$ cat src/rtl/eps_pkg.sv
package eps_pkg;

   localparam int BP_OFFS         = 0;
   localparam int BIN_PREFIX_STEP = 10;
   localparam int BP_COUNT        = 9;
   localparam int SI_OFFS         = 8;
   localparam int SI_PREFIX_STEP  = 3;
   localparam int SI_COUNT        = 17;

   localparam logic [3:0]  BASE_BIN   = 4'd2;
   localparam logic [3:0]  BASE_DEC   = 4'd10;
   localparam logic [3:0]  BASE_RESET = 4'd10;
   localparam logic [3:0]  PREC_RESET = 4'd2;

   localparam logic [1:0]  ERR_NONE      = 2'd0;
   localparam logic [1:0]  ERR_PRECISION = 2'd1;
   localparam logic [1:0]  ERR_BASE      = 2'd2;
   localparam logic [1:0]  ERR_RANGE     = 2'd3;

   localparam logic        REG_BASE = 1'b0;
   localparam logic        REG_PREC = 1'b1;

   localparam logic [31:0] ROUND_BIAS  = 32'd5;
   localparam logic [31:0] DIV10_MUL   = 32'hCCCC_CCCD;
   localparam int          DIV10_SHIFT = 35;
   localparam logic [4:0]  IP_QMSB     = 5'd10;
   localparam logic [4:0]  FP_QMSB     = 5'd29;
   localparam logic [10:0] WRAP_DEC    = 11'd1000;
   localparam logic [10:0] WRAP_BIN    = 11'd1024;

   typedef struct packed {
      logic signed [31:0] mantissa;
      logic signed [7:0]  exponent;
   } req_type;

   typedef struct packed {
      logic        negative;
      logic [9:0]  int_part;
      logic [26:0] frac_part;
      logic [3:0]  frac_digits;
      logic [4:0]  prefix_index;
      logic [1:0]  error_code;
   } rsp_type;

   typedef struct packed {
      logic [3:0] number_base;
      logic [3:0] precision;
   } cfg_type;

   typedef struct packed {
      logic        start;
      logic [63:0] dividend;
      logic [31:0] divisor;
      logic [4:0]  qmsb;
   } div_req_type;

   typedef struct packed {
      logic        done;
      logic [31:0] quotient;
      logic [31:0] remainder;
   } div_rsp_type;

   function automatic logic [31:0] pow10(input logic [3:0] k);
      logic [31:0] r;
      case (k)
         4'd0: r = 32'd1;
         4'd1: r = 32'd10;
         4'd2: r = 32'd100;
         4'd3: r = 32'd1000;
         4'd4: r = 32'd10000;
         4'd5: r = 32'd100000;
         4'd6: r = 32'd1000000;
         4'd7: r = 32'd10000000;
         4'd8: r = 32'd100000000;
         default: r = 32'd0;
      endcase
      return r;
   endfunction

   function automatic logic [35:0] times_base(input logic [35:0] x, input logic base2);
      return base2 ? {x[34:0], 1'b0} : ({x[32:0], 3'b000} + {x[34:0], 1'b0});
   endfunction

endpackage

$ cat src/rtl/engineering_prefix_scaler_top.sv
// Engineering-notation prefix scaler.
// Input channel req_*: one transfer carries a mantissa and a base exponent.
// Result channel rsp_*: one transfer per input, with sign, integer part,
// rounded fraction, fraction digit count, prefix table index and error code.
// Configuration port csr_*: number_base at 0x0, precision at 0x4; write only
// while no item is in flight.
// Each item passes the serial log loop (one base power per cycle), the
// exponent floor-divide loop (one prefix step per cycle), the base scaling
// loop, two passes of the shared shift-subtract divider, and the
// trailing-zero strip (a multiply state and a check state per digit).
// Errors in precision or base go from idle straight to the finish state.
// One item is worked at a time; req_stall is high while it is in work.
// The result sits in an output register; the next item is taken while it
// waits, and a stalled result holds until taken, stalling the sequencer
// at its last step.
// Reset clears the channels and loads number_base 10 and precision 2.
module engineering_prefix_scaler_top #(
   parameter int MANTISSA_BITS = 32,
   parameter int MAX_PRECISION = 8
) (
   input  logic              clock,
   input  logic              reset,
   input  logic              req_valid,
   output logic              req_stall,
   input  eps_pkg::req_type  req_data,
   output logic              rsp_valid,
   input  logic              rsp_stall,
   output eps_pkg::rsp_type  rsp_data,
   input  logic              csr_psel,
   input  logic              csr_penable,
   input  logic              csr_pwrite,
   input  logic [2:0]        csr_paddr,
   input  logic [31:0]       csr_pwdata,
   output logic [31:0]       csr_prdata,
   output logic              csr_pready
);

   eps_pkg::cfg_type      cfg;
   eps_pkg::div_req_type  div_req;
   eps_pkg::div_rsp_type  div_rsp;
   eps_pkg::rsp_type      res_data;
   eps_pkg::rsp_type      rsp_data_ff, rsp_data_in;
   logic                  rsp_valid_ff, rsp_valid_in;
   logic                  busy, res_valid, res_ready, req_fire;

   assign req_stall = busy;
   assign req_fire  = req_valid && !busy;
   assign res_ready = !rsp_valid_ff || !rsp_stall;

   eps_csr u_csr (
      .clock       (clock),
      .reset       (reset),
      .csr_psel    (csr_psel),
      .csr_penable (csr_penable),
      .csr_pwrite  (csr_pwrite),
      .csr_paddr   (csr_paddr),
      .csr_pwdata  (csr_pwdata),
      .csr_prdata  (csr_prdata),
      .csr_pready  (csr_pready),
      .cfg         (cfg)
   );

   eps_div u_div (
      .clock   (clock),
      .reset   (reset),
      .div_req (div_req),
      .div_rsp (div_rsp)
   );

   eps_seq #(
      .MANTISSA_BITS (MANTISSA_BITS),
      .MAX_PRECISION (MAX_PRECISION)
   ) u_seq (
      .clock     (clock),
      .reset     (reset),
      .cfg       (cfg),
      .req_fire  (req_fire),
      .req_data  (req_data),
      .busy      (busy),
      .res_ready (res_ready),
      .res_valid (res_valid),
      .res_data  (res_data),
      .div_req   (div_req),
      .div_rsp   (div_rsp)
   );

   always_comb begin
      rsp_valid_in = rsp_valid_ff;
      rsp_data_in  = rsp_data_ff;
      if (res_valid) begin
         rsp_valid_in = 1'b1;
         rsp_data_in  = res_data;
      end else if (!rsp_stall) begin
         rsp_valid_in = 1'b0;
      end
   end

   always_ff @(posedge clock) begin
      if (reset) begin
         rsp_valid_ff <= 1'b0;
      end else begin
         rsp_valid_ff <= rsp_valid_in;
      end
      rsp_data_ff <= rsp_data_in;
   end

   assign rsp_valid = rsp_valid_ff;
   assign rsp_data  = rsp_data_ff;

endmodule

$ cat src/rtl/eps_csr.sv
module eps_csr (
   input  logic              clock,
   input  logic              reset,
   input  logic              csr_psel,
   input  logic              csr_penable,
   input  logic              csr_pwrite,
   input  logic [2:0]        csr_paddr,
   input  logic [31:0]       csr_pwdata,
   output logic [31:0]       csr_prdata,
   output logic              csr_pready,
   output eps_pkg::cfg_type  cfg
);

   logic [3:0] base_ff, base_in;
   logic [3:0] prec_ff, prec_in;
   logic       wr_en;

   assign wr_en = csr_psel && csr_penable && csr_pwrite;

   always_comb begin
      base_in = base_ff;
      prec_in = prec_ff;
      if (wr_en) begin
         unique case (csr_paddr[2])
            eps_pkg::REG_BASE: base_in = csr_pwdata[3:0];
            eps_pkg::REG_PREC: prec_in = csr_pwdata[3:0];
         endcase
      end
   end

   always_ff @(posedge clock) begin
      if (reset) begin
         base_ff <= eps_pkg::BASE_RESET;
         prec_ff <= eps_pkg::PREC_RESET;
      end else begin
         base_ff <= base_in;
         prec_ff <= prec_in;
      end
   end

   always_comb begin
      unique case (csr_paddr[2])
         eps_pkg::REG_BASE: csr_prdata = {28'd0, base_ff};
         eps_pkg::REG_PREC: csr_prdata = {28'd0, prec_ff};
      endcase
   end

   assign csr_pready = 1'b1;
   assign cfg.number_base = base_ff;
   assign cfg.precision   = prec_ff;

endmodule

$ cat src/rtl/eps_div.sv
module eps_div (
   input  logic                  clock,
   input  logic                  reset,
   input  eps_pkg::div_req_type  div_req,
   output eps_pkg::div_rsp_type  div_rsp
);

   logic [63:0] acc_ff, acc_in;
   logic [63:0] dsh_ff, dsh_in;
   logic [31:0] quo_ff, quo_in;
   logic [4:0]  cnt_ff, cnt_in;
   logic        busy_ff, busy_in;
   logic        done_ff, done_in;

   always_comb begin
      acc_in  = acc_ff;
      dsh_in  = dsh_ff;
      quo_in  = quo_ff;
      cnt_in  = cnt_ff;
      busy_in = busy_ff;
      done_in = 1'b0;
      if (div_req.start) begin
         acc_in  = div_req.dividend;
         dsh_in  = {32'd0, div_req.divisor} << div_req.qmsb;
         quo_in  = 32'd0;
         cnt_in  = div_req.qmsb;
         busy_in = 1'b1;
      end else if (busy_ff) begin
         if (acc_ff >= dsh_ff) begin
            acc_in = acc_ff - dsh_ff;
            quo_in = {quo_ff[30:0], 1'b1};
         end else begin
            quo_in = {quo_ff[30:0], 1'b0};
         end
         dsh_in = {1'b0, dsh_ff[63:1]};
         if (cnt_ff == 5'd0) begin
            busy_in = 1'b0;
            done_in = 1'b1;
         end else begin
            cnt_in = cnt_ff - 5'd1;
         end
      end
   end

   always_ff @(posedge clock) begin
      if (reset) begin
         busy_ff <= 1'b0;
         done_ff <= 1'b0;
      end else begin
         busy_ff <= busy_in;
         done_ff <= done_in;
      end
      acc_ff <= acc_in;
      dsh_ff <= dsh_in;
      quo_ff <= quo_in;
      cnt_ff <= cnt_in;
   end

   assign div_rsp.done      = done_ff;
   assign div_rsp.quotient  = quo_ff;
   assign div_rsp.remainder = acc_ff[31:0];

endmodule

$ cat src/rtl/eps_seq.sv
module eps_seq #(
   parameter int MANTISSA_BITS = 32,
   parameter int MAX_PRECISION = 8
) (
   input  logic                  clock,
   input  logic                  reset,
   input  eps_pkg::cfg_type      cfg,
   input  logic                  req_fire,
   input  eps_pkg::req_type      req_data,
   output logic                  busy,
   input  logic                  res_ready,
   output logic                  res_valid,
   output eps_pkg::rsp_type      res_data,
   output eps_pkg::div_req_type  div_req,
   input  eps_pkg::div_rsp_type  div_rsp
);

   localparam logic [31:0] MMASK = 32'hFFFF_FFFF >> (32 - MANTISSA_BITS);

   typedef enum logic [11:0] {
      ST_IDLE      = 12'b0000_0000_0001,
      ST_LOG       = 12'b0000_0000_0010,
      ST_FDIV      = 12'b0000_0000_0100,
      ST_SCALE     = 12'b0000_0000_1000,
      ST_IPDIV     = 12'b0000_0001_0000,
      ST_FMUL      = 12'b0000_0010_0000,
      ST_FPDIV     = 12'b0000_0100_0000,
      ST_ROUND_MUL = 12'b0000_1000_0000,
      ST_ROUND_CHK = 12'b0001_0000_0000,
      ST_STRIP_MUL = 12'b0010_0000_0000,
      ST_STRIP_CHK = 12'b0100_0000_0000,
      ST_FINISH    = 12'b1000_0000_0000
   } state_type;

   state_type   state_ff, state_in;
   logic        neg_ff, neg_in;
   logic [31:0] mag_ff, mag_in;
   logic [7:0]  ys_ff, ys_in;
   logic        base2_ff, base2_in;
   logic [1:0]  err_ff, err_in;
   logic [35:0] pw_ff, pw_in;
   logic [5:0]  lg_ff, lg_in;
   logic [8:0]  r_ff, r_in;
   logic [7:0]  q_ff, q_in;
   logic        dneg_ff, dneg_in;
   logic [5:0]  scnt_ff, scnt_in;
   logic [31:0] scaled_ff, scaled_in;
   logic [31:0] dv_ff, dv_in;
   logic [9:0]  ip_ff, ip_in;
   logic [63:0] n_ff, n_in;
   logic [4:0]  ncnt_ff, ncnt_in;
   logic [31:0] fp_ff, fp_in;
   logic [63:0] prod_ff, prod_in;
   logic [3:0]  digits_ff, digits_in;
   logic        carry_ff, carry_in;

   logic [31:0] raw;
   logic [8:0]  step;
   logic [6:0]  d_w;
   logic [31:0] q10;
   logic [10:0] ip_inc;
   logic [8:0]  idx_w;
   logic        out_range;
   logic [1:0]  err_final;

   assign raw     = req_data.mantissa & MMASK;
   assign step    = base2_ff ? 9'(eps_pkg::BIN_PREFIX_STEP) : 9'(eps_pkg::SI_PREFIX_STEP);
   assign d_w     = {1'b0, lg_ff} - r_ff[6:0];
   assign q10     = {3'd0, prod_ff[63:eps_pkg::DIV10_SHIFT]};
   assign ip_inc  = {1'b0, ip_ff} + 11'd1;
   assign idx_w   = {q_ff[7], q_ff}
                  + (base2_ff ? 9'(eps_pkg::BP_OFFS) : 9'(eps_pkg::SI_OFFS))
                  + {8'd0, carry_ff};
   assign out_range = idx_w[8]
                  || (idx_w[7:0] >= (base2_ff ? 8'(eps_pkg::BP_COUNT)
                                              : 8'(eps_pkg::SI_COUNT)));
   assign err_final = (err_ff != eps_pkg::ERR_NONE) ? err_ff
                    : (out_range ? eps_pkg::ERR_RANGE : eps_pkg::ERR_NONE);

   always_comb begin
      state_in  = state_ff;
      neg_in    = neg_ff;
      mag_in    = mag_ff;
      ys_in     = ys_ff;
      base2_in  = base2_ff;
      err_in    = err_ff;
      pw_in     = pw_ff;
      lg_in     = lg_ff;
      r_in      = r_ff;
      q_in      = q_ff;
      dneg_in   = dneg_ff;
      scnt_in   = scnt_ff;
      scaled_in = scaled_ff;
      dv_in     = dv_ff;
      ip_in     = ip_ff;
      n_in      = n_ff;
      ncnt_in   = ncnt_ff;
      fp_in     = fp_ff;
      prod_in   = prod_ff;
      digits_in = digits_ff;
      carry_in  = carry_ff;
      div_req.start    = 1'b0;
      div_req.dividend = {32'd0, scaled_ff};
      div_req.divisor  = dv_ff;
      div_req.qmsb     = eps_pkg::IP_QMSB;
      res_valid = 1'b0;

      unique case (state_ff)
         ST_IDLE: begin
            if (req_fire) begin
               neg_in   = raw[MANTISSA_BITS-1];
               mag_in   = raw[MANTISSA_BITS-1] ? ((~raw + 32'd1) & MMASK) : raw;
               ys_in    = req_data.exponent;
               base2_in = (cfg.number_base == eps_pkg::BASE_BIN);
               pw_in    = (cfg.number_base == eps_pkg::BASE_BIN) ? 36'd2 : 36'd10;
               lg_in    = 6'd0;
               carry_in = 1'b0;
               q_in     = 8'd0;
               if ({28'd0, cfg.precision} > 32'(MAX_PRECISION)) begin
                  err_in   = eps_pkg::ERR_PRECISION;
                  state_in = ST_FINISH;
               end else if (cfg.number_base != eps_pkg::BASE_BIN
                         && cfg.number_base != eps_pkg::BASE_DEC) begin
                  err_in   = eps_pkg::ERR_BASE;
                  state_in = ST_FINISH;
               end else begin
                  err_in   = eps_pkg::ERR_NONE;
                  state_in = ST_LOG;
               end
            end
         end
         ST_LOG: begin
            if ({4'd0, mag_ff} >= pw_ff) begin
               lg_in = lg_ff + 6'd1;
               pw_in = eps_pkg::times_base(pw_ff, base2_ff);
            end else begin
               r_in     = {3'd0, lg_ff} + {ys_ff[7], ys_ff};
               q_in     = 8'd0;
               state_in = ST_FDIV;
            end
         end
         ST_FDIV: begin
            if (r_ff[8]) begin
               r_in = r_ff + step;
               q_in = q_ff - 8'd1;
            end else if (r_ff >= step) begin
               r_in = r_ff - step;
               q_in = q_ff + 8'd1;
            end else begin
               dneg_in   = d_w[6];
               scnt_in   = d_w[6] ? 6'(-d_w) : d_w[5:0];
               scaled_in = mag_ff;
               dv_in     = 32'd1;
               state_in  = ST_SCALE;
            end
         end
         ST_SCALE: begin
            if (scnt_ff != 6'd0) begin
               scnt_in = scnt_ff - 6'd1;
               if (dneg_ff) begin
                  scaled_in = 32'(eps_pkg::times_base({4'd0, scaled_ff}, base2_ff));
               end else begin
                  dv_in = 32'(eps_pkg::times_base({4'd0, dv_ff}, base2_ff));
               end
            end else begin
               div_req.start = 1'b1;
               state_in      = ST_IPDIV;
            end
         end
         ST_IPDIV: begin
            if (div_rsp.done) begin
               ip_in    = div_rsp.quotient[9:0];
               n_in     = {32'd0, div_rsp.remainder};
               ncnt_in  = {1'b0, cfg.precision} + 5'd1;
               state_in = ST_FMUL;
            end
         end
         ST_FMUL: begin
            if (ncnt_ff != 5'd0) begin
               ncnt_in = ncnt_ff - 5'd1;
               n_in    = {n_ff[60:0], 3'b000} + {n_ff[62:0], 1'b0};
            end else begin
               div_req.start    = 1'b1;
               div_req.dividend = n_ff;
               div_req.qmsb     = eps_pkg::FP_QMSB;
               state_in         = ST_FPDIV;
            end
         end
         ST_FPDIV: begin
            if (div_rsp.done) begin
               fp_in    = div_rsp.quotient;
               state_in = ST_ROUND_MUL;
            end
         end
         ST_ROUND_MUL: begin
            prod_in  = {32'd0, fp_ff + eps_pkg::ROUND_BIAS} * {32'd0, eps_pkg::DIV10_MUL};
            state_in = ST_ROUND_CHK;
         end
         ST_ROUND_CHK: begin
            digits_in = cfg.precision;
            if (q10 == eps_pkg::pow10(cfg.precision)) begin
               fp_in = 32'd0;
               if (ip_inc == (base2_ff ? eps_pkg::WRAP_BIN : eps_pkg::WRAP_DEC)) begin
                  ip_in    = 10'd1;
                  carry_in = 1'b1;
               end else begin
                  ip_in = ip_inc[9:0];
               end
            end else begin
               fp_in = q10;
            end
            state_in = ST_STRIP_MUL;
         end
         ST_STRIP_MUL: begin
            if (fp_ff == 32'd0) begin
               digits_in = 4'd0;
               state_in  = ST_FINISH;
            end else begin
               prod_in  = {32'd0, fp_ff} * {32'd0, eps_pkg::DIV10_MUL};
               state_in = ST_STRIP_CHK;
            end
         end
         ST_STRIP_CHK: begin
            if (fp_ff == ({q10[28:0], 3'b000} + {q10[30:0], 1'b0})) begin
               fp_in     = q10;
               digits_in = digits_ff - 4'd1;
               state_in  = ST_STRIP_MUL;
            end else begin
               state_in = ST_FINISH;
            end
         end
         ST_FINISH: begin
            if (res_ready) begin
               res_valid = 1'b1;
               state_in  = ST_IDLE;
            end
         end
         default: state_in = ST_IDLE;
      endcase
   end

   always_comb begin
      res_data.error_code = err_final;
      if (err_final == eps_pkg::ERR_NONE) begin
         res_data.negative     = neg_ff;
         res_data.int_part     = ip_ff;
         res_data.frac_part    = fp_ff[26:0];
         res_data.frac_digits  = digits_ff;
         res_data.prefix_index = idx_w[4:0];
      end else begin
         res_data.negative     = 1'b0;
         res_data.int_part     = 10'd0;
         res_data.frac_part    = 27'd0;
         res_data.frac_digits  = 4'd0;
         res_data.prefix_index = 5'd0;
      end
   end

   assign busy = (state_ff != ST_IDLE);

   always_ff @(posedge clock) begin
      if (reset) begin
         state_ff <= ST_IDLE;
      end else begin
         state_ff <= state_in;
      end
      neg_ff    <= neg_in;
      mag_ff    <= mag_in;
      ys_ff     <= ys_in;
      base2_ff  <= base2_in;
      err_ff    <= err_in;
      pw_ff     <= pw_in;
      lg_ff     <= lg_in;
      r_ff      <= r_in;
      q_ff      <= q_in;
      dneg_ff   <= dneg_in;
      scnt_ff   <= scnt_in;
      scaled_ff <= scaled_in;
      dv_ff     <= dv_in;
      ip_ff     <= ip_in;
      n_ff      <= n_in;
      ncnt_ff   <= ncnt_in;
      fp_ff     <= fp_in;
      prod_ff   <= prod_in;
      digits_ff <= digits_in;
      carry_ff  <= carry_in;
   end

`ifndef SYNTHESIS
   a_fire_busy: assert property (@(posedge clock) disable iff (reset)
      req_fire |=> state_ff != ST_IDLE)
      else $error("sequencer stayed idle after a transfer");

   a_div_owner: assert property (@(posedge clock) disable iff (reset)
      div_rsp.done |-> (state_ff == ST_IPDIV || state_ff == ST_FPDIV))
      else $error("divider finished outside a divide step");

   a_si_int: assert property (@(posedge clock) disable iff (reset)
      res_valid && res_data.error_code == eps_pkg::ERR_NONE && !base2_ff
      |-> res_data.int_part < 10'd1000)
      else $error("SI integer part not normalized");

   a_frac_digits: assert property (@(posedge clock) disable iff (reset)
      res_valid && res_data.frac_part == 27'd0 |-> res_data.frac_digits == 4'd0)
      else $error("digit count without fraction");

   a_err_zero: assert property (@(posedge clock) disable iff (reset)
      res_valid && res_data.error_code != eps_pkg::ERR_NONE
      |-> res_data.int_part == 10'd0 && res_data.prefix_index == 5'd0)
      else $error("error result carries payload");
`endif

endmodule

$ cat config.mk
export PLATFORM = sky130hd
export DESIGN_NAME = engineering_prefix_scaler_top
export DESIGN_NICKNAME = d
export VERILOG_FILES = /design/src/rtl/eps_pkg.sv /design/src/rtl/engineering_prefix_scaler_top.sv /design/src/rtl/eps_csr.sv /design/src/rtl/eps_div.sv /design/src/rtl/eps_seq.sv
export SDC_FILE = /design/constraint.sdc
export NUM_CORES = 2
export LEC_CHECK = 0
export BUFFER_PORTS_ARGS = -buffer_cell sky130_fd_sc_hd__buf_2
export CAP_MARGIN = 30
export CORE_AREA = 2 2 491 493
export CTS_CLUSTER_SIZE = 12
export DETAILED_ROUTE_END_ITERATION = 8
export DIE_AREA = 0 0 493 495
export PLACE_DENSITY = 0.44
export SLEW_MARGIN = 5
export SYNTH_ARGS = -nofsm -noshare
export SYNTH_HDL_FRONTEND = slang
export SYNTH_SLANG_ARGS = --single-unit
$ cat constraint.sdc
create_clock -name clock -period 10.76 [get_ports clock]
set_input_delay 3.228 -clock clock [delete_from_list [all_inputs] [get_ports clock]]
set_output_delay 3.228 -clock clock [all_outputs]
set_load 0.05 [all_outputs]
==> impl_metrics.prom <==
# TYPE chip_impl_metric gauge
chip_impl_info{name="clock_tree.root_cell",value="sky130_fd_sc_hd__clkbuf_16"} 1
chip_impl_metric{name="die_width",unit="um"} 493
chip_impl_info{name="min-delay-path-class",value="register to register"} 1
chip_impl_info{name="yosys.cell_count.top_type",value="sky130_fd_sc_hd__inv_1"} 1
chip_impl_metric{name="worst_hold_path.num_cells",unit=""} 1
chip_impl_info{name="run_status",value="complete, but fails checks"} 1
chip_impl_metric{name="cts_inserted_buffers",unit=""} 78
chip_impl_metric{name="synthToLayoutAreaGrowth",unit="%"} 10.7
chip_impl_metric{name="timing.slew.headroom",unit="%"} 34.7
chip_impl_metric{name="design_area",unit="sq um"} 81500
chip_impl_metric{name="clkTransAtPathRegs",unit="ns"} 0.06
chip_impl_metric{name="slowest_delay",unit="ns"} 0.54
chip_impl_metric{name="route.vias.total",unit=""} 54552
chip_impl_metric{name="achievable-frequency",unit="GHz"} 0.0968
chip_impl_metric{name="flops_latches_synth",unit=""} 574
chip_impl_info{name="critical-path-top-cell-by-count",value="sky130_fd_sc_hd__fa_1"} 1
chip_impl_info{name="launch_instance_of_the_worst_register_to_register_path",value="u_seq.fp_ff[2]$_DFFE_PP_"} 1
chip_impl_metric{name="worstMarginPinSlew",unit="ns"} 0.955
chip_impl_metric{name="critical_path_arrival",unit="ns"} 10.72
chip_impl_metric{name="clock_insertion_delay_worst_skew",unit="ns"} 0.71
chip_impl_metric{name="finalCriticalPeriod",unit="ns"} 10.33
chip_impl_metric{name="cts_buffer_depth",unit=""} 3
chip_impl_metric{name="rrSetupSlack",unit="ns"} 0.43
chip_impl_info{name="worst_hold_path.endpoint",value="u_csr.base_ff[1]$_SDFFE_PP1P_"} 1
chip_impl_info{name="synth.top_cells.by_count",value="1503 x sky130_fd_sc_hd__inv_1, 1000 x sky130_fd_sc_hd__ha_1, 831 x sky130_fd_sc_hd__fa_1"} 1
chip_impl_metric{name="avgViaCountPerCell",unit=""} 4.92
chip_impl_metric{name="synth-seq-area-share",unit="%"} 22.4
chip_impl_metric{name="global_route_wire_length_before_repair",unit="mm"} 358
chip_impl_info{name="synth.top_cells.by_area",value="sky130_fd_sc_hd__fa_1 23%, sky130_fd_sc_hd__edfxtp_1 20%, sky130_fd_sc_hd__ha_1 17%, sky130_fd_sc_hd__inv_1 7.7%, sky130_fd_sc_hd__xnor2_1 3.4%"} 1
chip_impl_metric{name="track_usage",unit="%"} 19.2
chip_impl_metric{name="number_of_detailed_route_iterations_in_the_first_pass",unit=""} 9
chip_impl_metric{name="post_route_cells_drive_above_1_share",unit="%"} 6.31
chip_impl_metric{name="timing.hold.ws",unit="ns"} 0.488
chip_impl_metric{name="syn_avg_cell_area",unit="sq um"} 9.63
chip_impl_info{name="worst-setup-path-type",value="register to register"} 1
chip_impl_metric{name="reg2reg_depth",unit=""} 39
chip_impl_metric{name="die_y",unit="um"} 495
chip_impl_info{name="cp-start-kind",value="register"} 1
chip_impl_info{name="failed_checks",value="DRC"} 1
chip_impl_metric{name="critical_path_required",unit="ns"} 11.15
chip_impl_metric{name="grt_start_max_net_pins",unit=""} 82
chip_impl_info{name="cts_tree",value="done"} 1
chip_impl_metric{name="yosys.cell_types.count",unit=""} 91
chip_impl_metric{name="p_leak",unit="nW"} 38.1
chip_impl_metric{name="core",unit="sq um"} 239000
chip_impl_metric{name="timing.final.setup_violations",unit=""} 0
chip_impl_metric{name="final.setup_skew",unit="ns"} 0.0465
chip_impl_info{name="worstSetupEndpointType",value="register"} 1
chip_impl_metric{name="total_power",unit="mW"} 5.75
chip_impl_metric{name="clock_tree_sinks",unit=""} 574
chip_impl_info{name="worst_r2r_endpoint",value="u_seq.prod_ff[60]$_DFFE_PP_"} 1
chip_impl_metric{name="layout_worst_path_cycle_share",unit="%"} 96.0
chip_impl_metric{name="port_buffers",unit=""} 106
chip_impl_metric{name="p_per_cell_area",unit="nW/um^2"} 70.6
chip_impl_metric{name="ant_nets",unit=""} 0
chip_impl_metric{name="postSynthCellCount",unit=""} 7643
chip_impl_metric{name="final_net_count",unit=""} 9746
chip_impl_metric{name="gp_congestion",unit=""} 0.915
chip_impl_metric{name="route.detailed.drc",unit=""} 6
chip_impl_metric{name="initial_core_util",unit="%"} 30.8
chip_impl_info{name="synth_top_area_cell",value="sky130_fd_sc_hd__fa_1"} 1
chip_impl_metric{name="async_flop_share",unit="%"} 0
chip_impl_metric{name="dpl_cell_area",unit="sq um"} 78800
chip_impl_metric{name="hpwl",unit="mm"} 194
chip_impl_metric{name="report.final.slew_viol_count",unit=""} 0
chip_impl_metric{name="finalHoldViolCount",unit=""} 0
chip_impl_metric{name="synth.yosys.warnings",unit=""} 0
chip_impl_metric{name="postCtsHoldBufs",unit=""} 0
chip_impl_metric{name="num_io_pins",unit=""} 166
chip_impl_metric{name="wl",unit="mm"} 233
chip_impl_metric{name="post_synth_instance_area",unit="sq um"} 73600
chip_impl_metric{name="post_drt_wl_per_cell",unit="um"} 21.0
chip_impl_metric{name="htree_levels",unit=""} 3
chip_impl_metric{name="worst_ir_drop_vdd",unit="mV"} 0.117
chip_impl_metric{name="row_count",unit=""} 180
chip_impl_metric{name="timing.max_cap.violations",unit=""} 0
chip_impl_metric{name="worstPathMaxFanout",unit=""} 6
chip_impl_metric{name="fin_setup_tns",unit="ns"} 0
chip_impl_metric{name="vias_in_the_first_global_route",unit=""} 56921
chip_impl_info{name="slowest_stage",value="sky130_fd_sc_hd__edfxtp_1"} 1
chip_impl_info{name="yosys_most_used_dff",value="sky130_fd_sc_hd__edfxtp_1"} 1
chip_impl_metric{name="synth_edf_count",unit=""} 499
chip_impl_metric{name="post-synth-top-area-fraction",unit="%"} 22.6
chip_impl_info{name="worstHoldStart",value="u_csr.base_ff[1]$_SDFFE_PP1P_"} 1
chip_impl_metric{name="grt.overflow.total",unit=""} 0
chip_impl_metric{name="antenna_violations_before_repair",unit=""} 0
chip_impl_metric{name="floorplan.die_area",unit="sq um"} 244000
chip_impl_metric{name="drtIter0Drc",unit=""} 3454
[timing repair]
action,in CTS,in global routing
pin swaps,0,3
resized for setup,4,14
buffers inserted,0,3
endpoints found under the setup margin,1,8
[power breakdown]
part / leakage, nW / internal, mW / total [mW] / switching [mW]
Clock: 1.25 / 1.53 / 2.65 / 1.12
Sequential: 5.31 / 2.47 / 2.52 / 0.0485
Combinational: 31.5 / 0.227 / 0.590 / 0.363
[state kept, by name, summed over array words and instances (netlist names), 32 cells and up, named ones only]
signal	flops
rsp_data	49
u_seq.dv_ff	32
u_div.acc_ff	64
u_seq.n_ff	64
u_seq.fp_ff	32
u_seq.pw_ff	35
u_seq.mag_ff	32
u_seq.scaled_ff	32
u_div.quo_ff	32
u_div.dsh_ff	63
[cell families after synthesis]
kind of cell | count (synthesis) | share of synthesized area, %
fa+ha+maj | 1831 | 39.6
compound gates | 1536 | 13.3
simple gates | 1488 | 9.64
buf+inv | 1704 | 8.84
other cells | 2 | 0.0102
mux | 64 | 0.891
xor+xnor | 444 | 5.28
flops | 574 | 22.4
[critical path: cells and delay by family, from the launching register on]
| family | cells | cell delay (ns) |
|---|---|---|
| buffers and inverters | 11 | 1.35 |
| AND/OR/NAND/NOR | 9 | 1.78 |
| AO/OA/AOI/OAI | 8 | 1.47 |
| flip-flops | 1 | 0.54 |
| adder cells (fa/ha/maj) | 10 | 4.41 |
| XOR/XNOR | 1 | 0.40 |
[cell usage in the layout, fill, tap and decap left out, drive strengths merged, types with 50 or more instances in the layout]
cell type	netlist	routed
xor2	160	160
buf	42	283
inv	1503	1509
nor3	83	83
nand2b	50	50
fa	831	831
edfxtp	499	499
ha	1000	1000
xnor2	284	284
o21ai	377	377
nor2	431	431
nand2	428	428
nand3	106	106
o21bai	53	53
a22oi	50	50
clkbuf	159	97
o21a	50	50
and3	52	52
a21o	180	180
nor4	50	50
nand4	67	67
a21oi	447	447
dfxtp	75	75
mux2i	52	52
[layer usage]
layer  wire, um  part of all wire [%]  up-vias  global-route usage, %
li1           -                     -    26114                      -
met4       5140                   2.2        0                   4.01
met2     110000                    47     1003                   32.1
met3       8730                   3.7      228                   2.04
met1     109000                    47    27207                   26.7
met5          0                     0        -                      0
[per-stage QoR]
stage / std cells / worst slack [ns] / utilization, %
after floorplan: 7671 / 1.26 / -
after global routing: 11077 / -0.00543 / 34.1
after detailed placement: 10934 / 0.0596 / 32.9
after CTS: 11073 / 0.0944 / 34.0
after global placement: 10929 / 0.0930 / 32.9
final: 11079 / 0.431 / 34.1
[worst max path at each step]
stage                              from                          end  slack (ns)  cells after the start
4_1_cts        u_seq.fp_ff[2]$_DFFE_PP_  u_seq.prod_ff[60]$_DFFE_PP_        0.09                     41
2_1_floorplan  u_seq.fp_ff[0]$_DFFE_PP_  u_seq.prod_ff[60]$_DFFE_PP_        1.26                     35
3_5_place_dp   u_seq.fp_ff[2]$_DFFE_PP_  u_seq.prod_ff[60]$_DFFE_PP_        0.06                     40
3_3_place_gp   u_seq.fp_ff[2]$_DFFE_PP_  u_seq.prod_ff[60]$_DFFE_PP_        0.09                     40
6_report       u_seq.fp_ff[2]$_DFFE_PP_  u_seq.prod_ff[60]$_DFFE_PP_        0.43                     39
5_1_grt        u_seq.fp_ff[2]$_DFFE_PP_  u_seq.prod_ff[60]$_DFFE_PP_      -0.005                     41
[layout make-up]
class / count / area, sq um
fill: 24867 / 158000
clock buffer: 97 / 2080
tap: 3185 / 3990
timing repair buffer: 283 / 1880
antenna: 2 / 5.00
sequential: 574 / 16500
multi-input combinational: 5393 / 50900
clock inverter: 42 / 472
inverter: 1503 / 5640
Power figures use the tool's default switching activity.
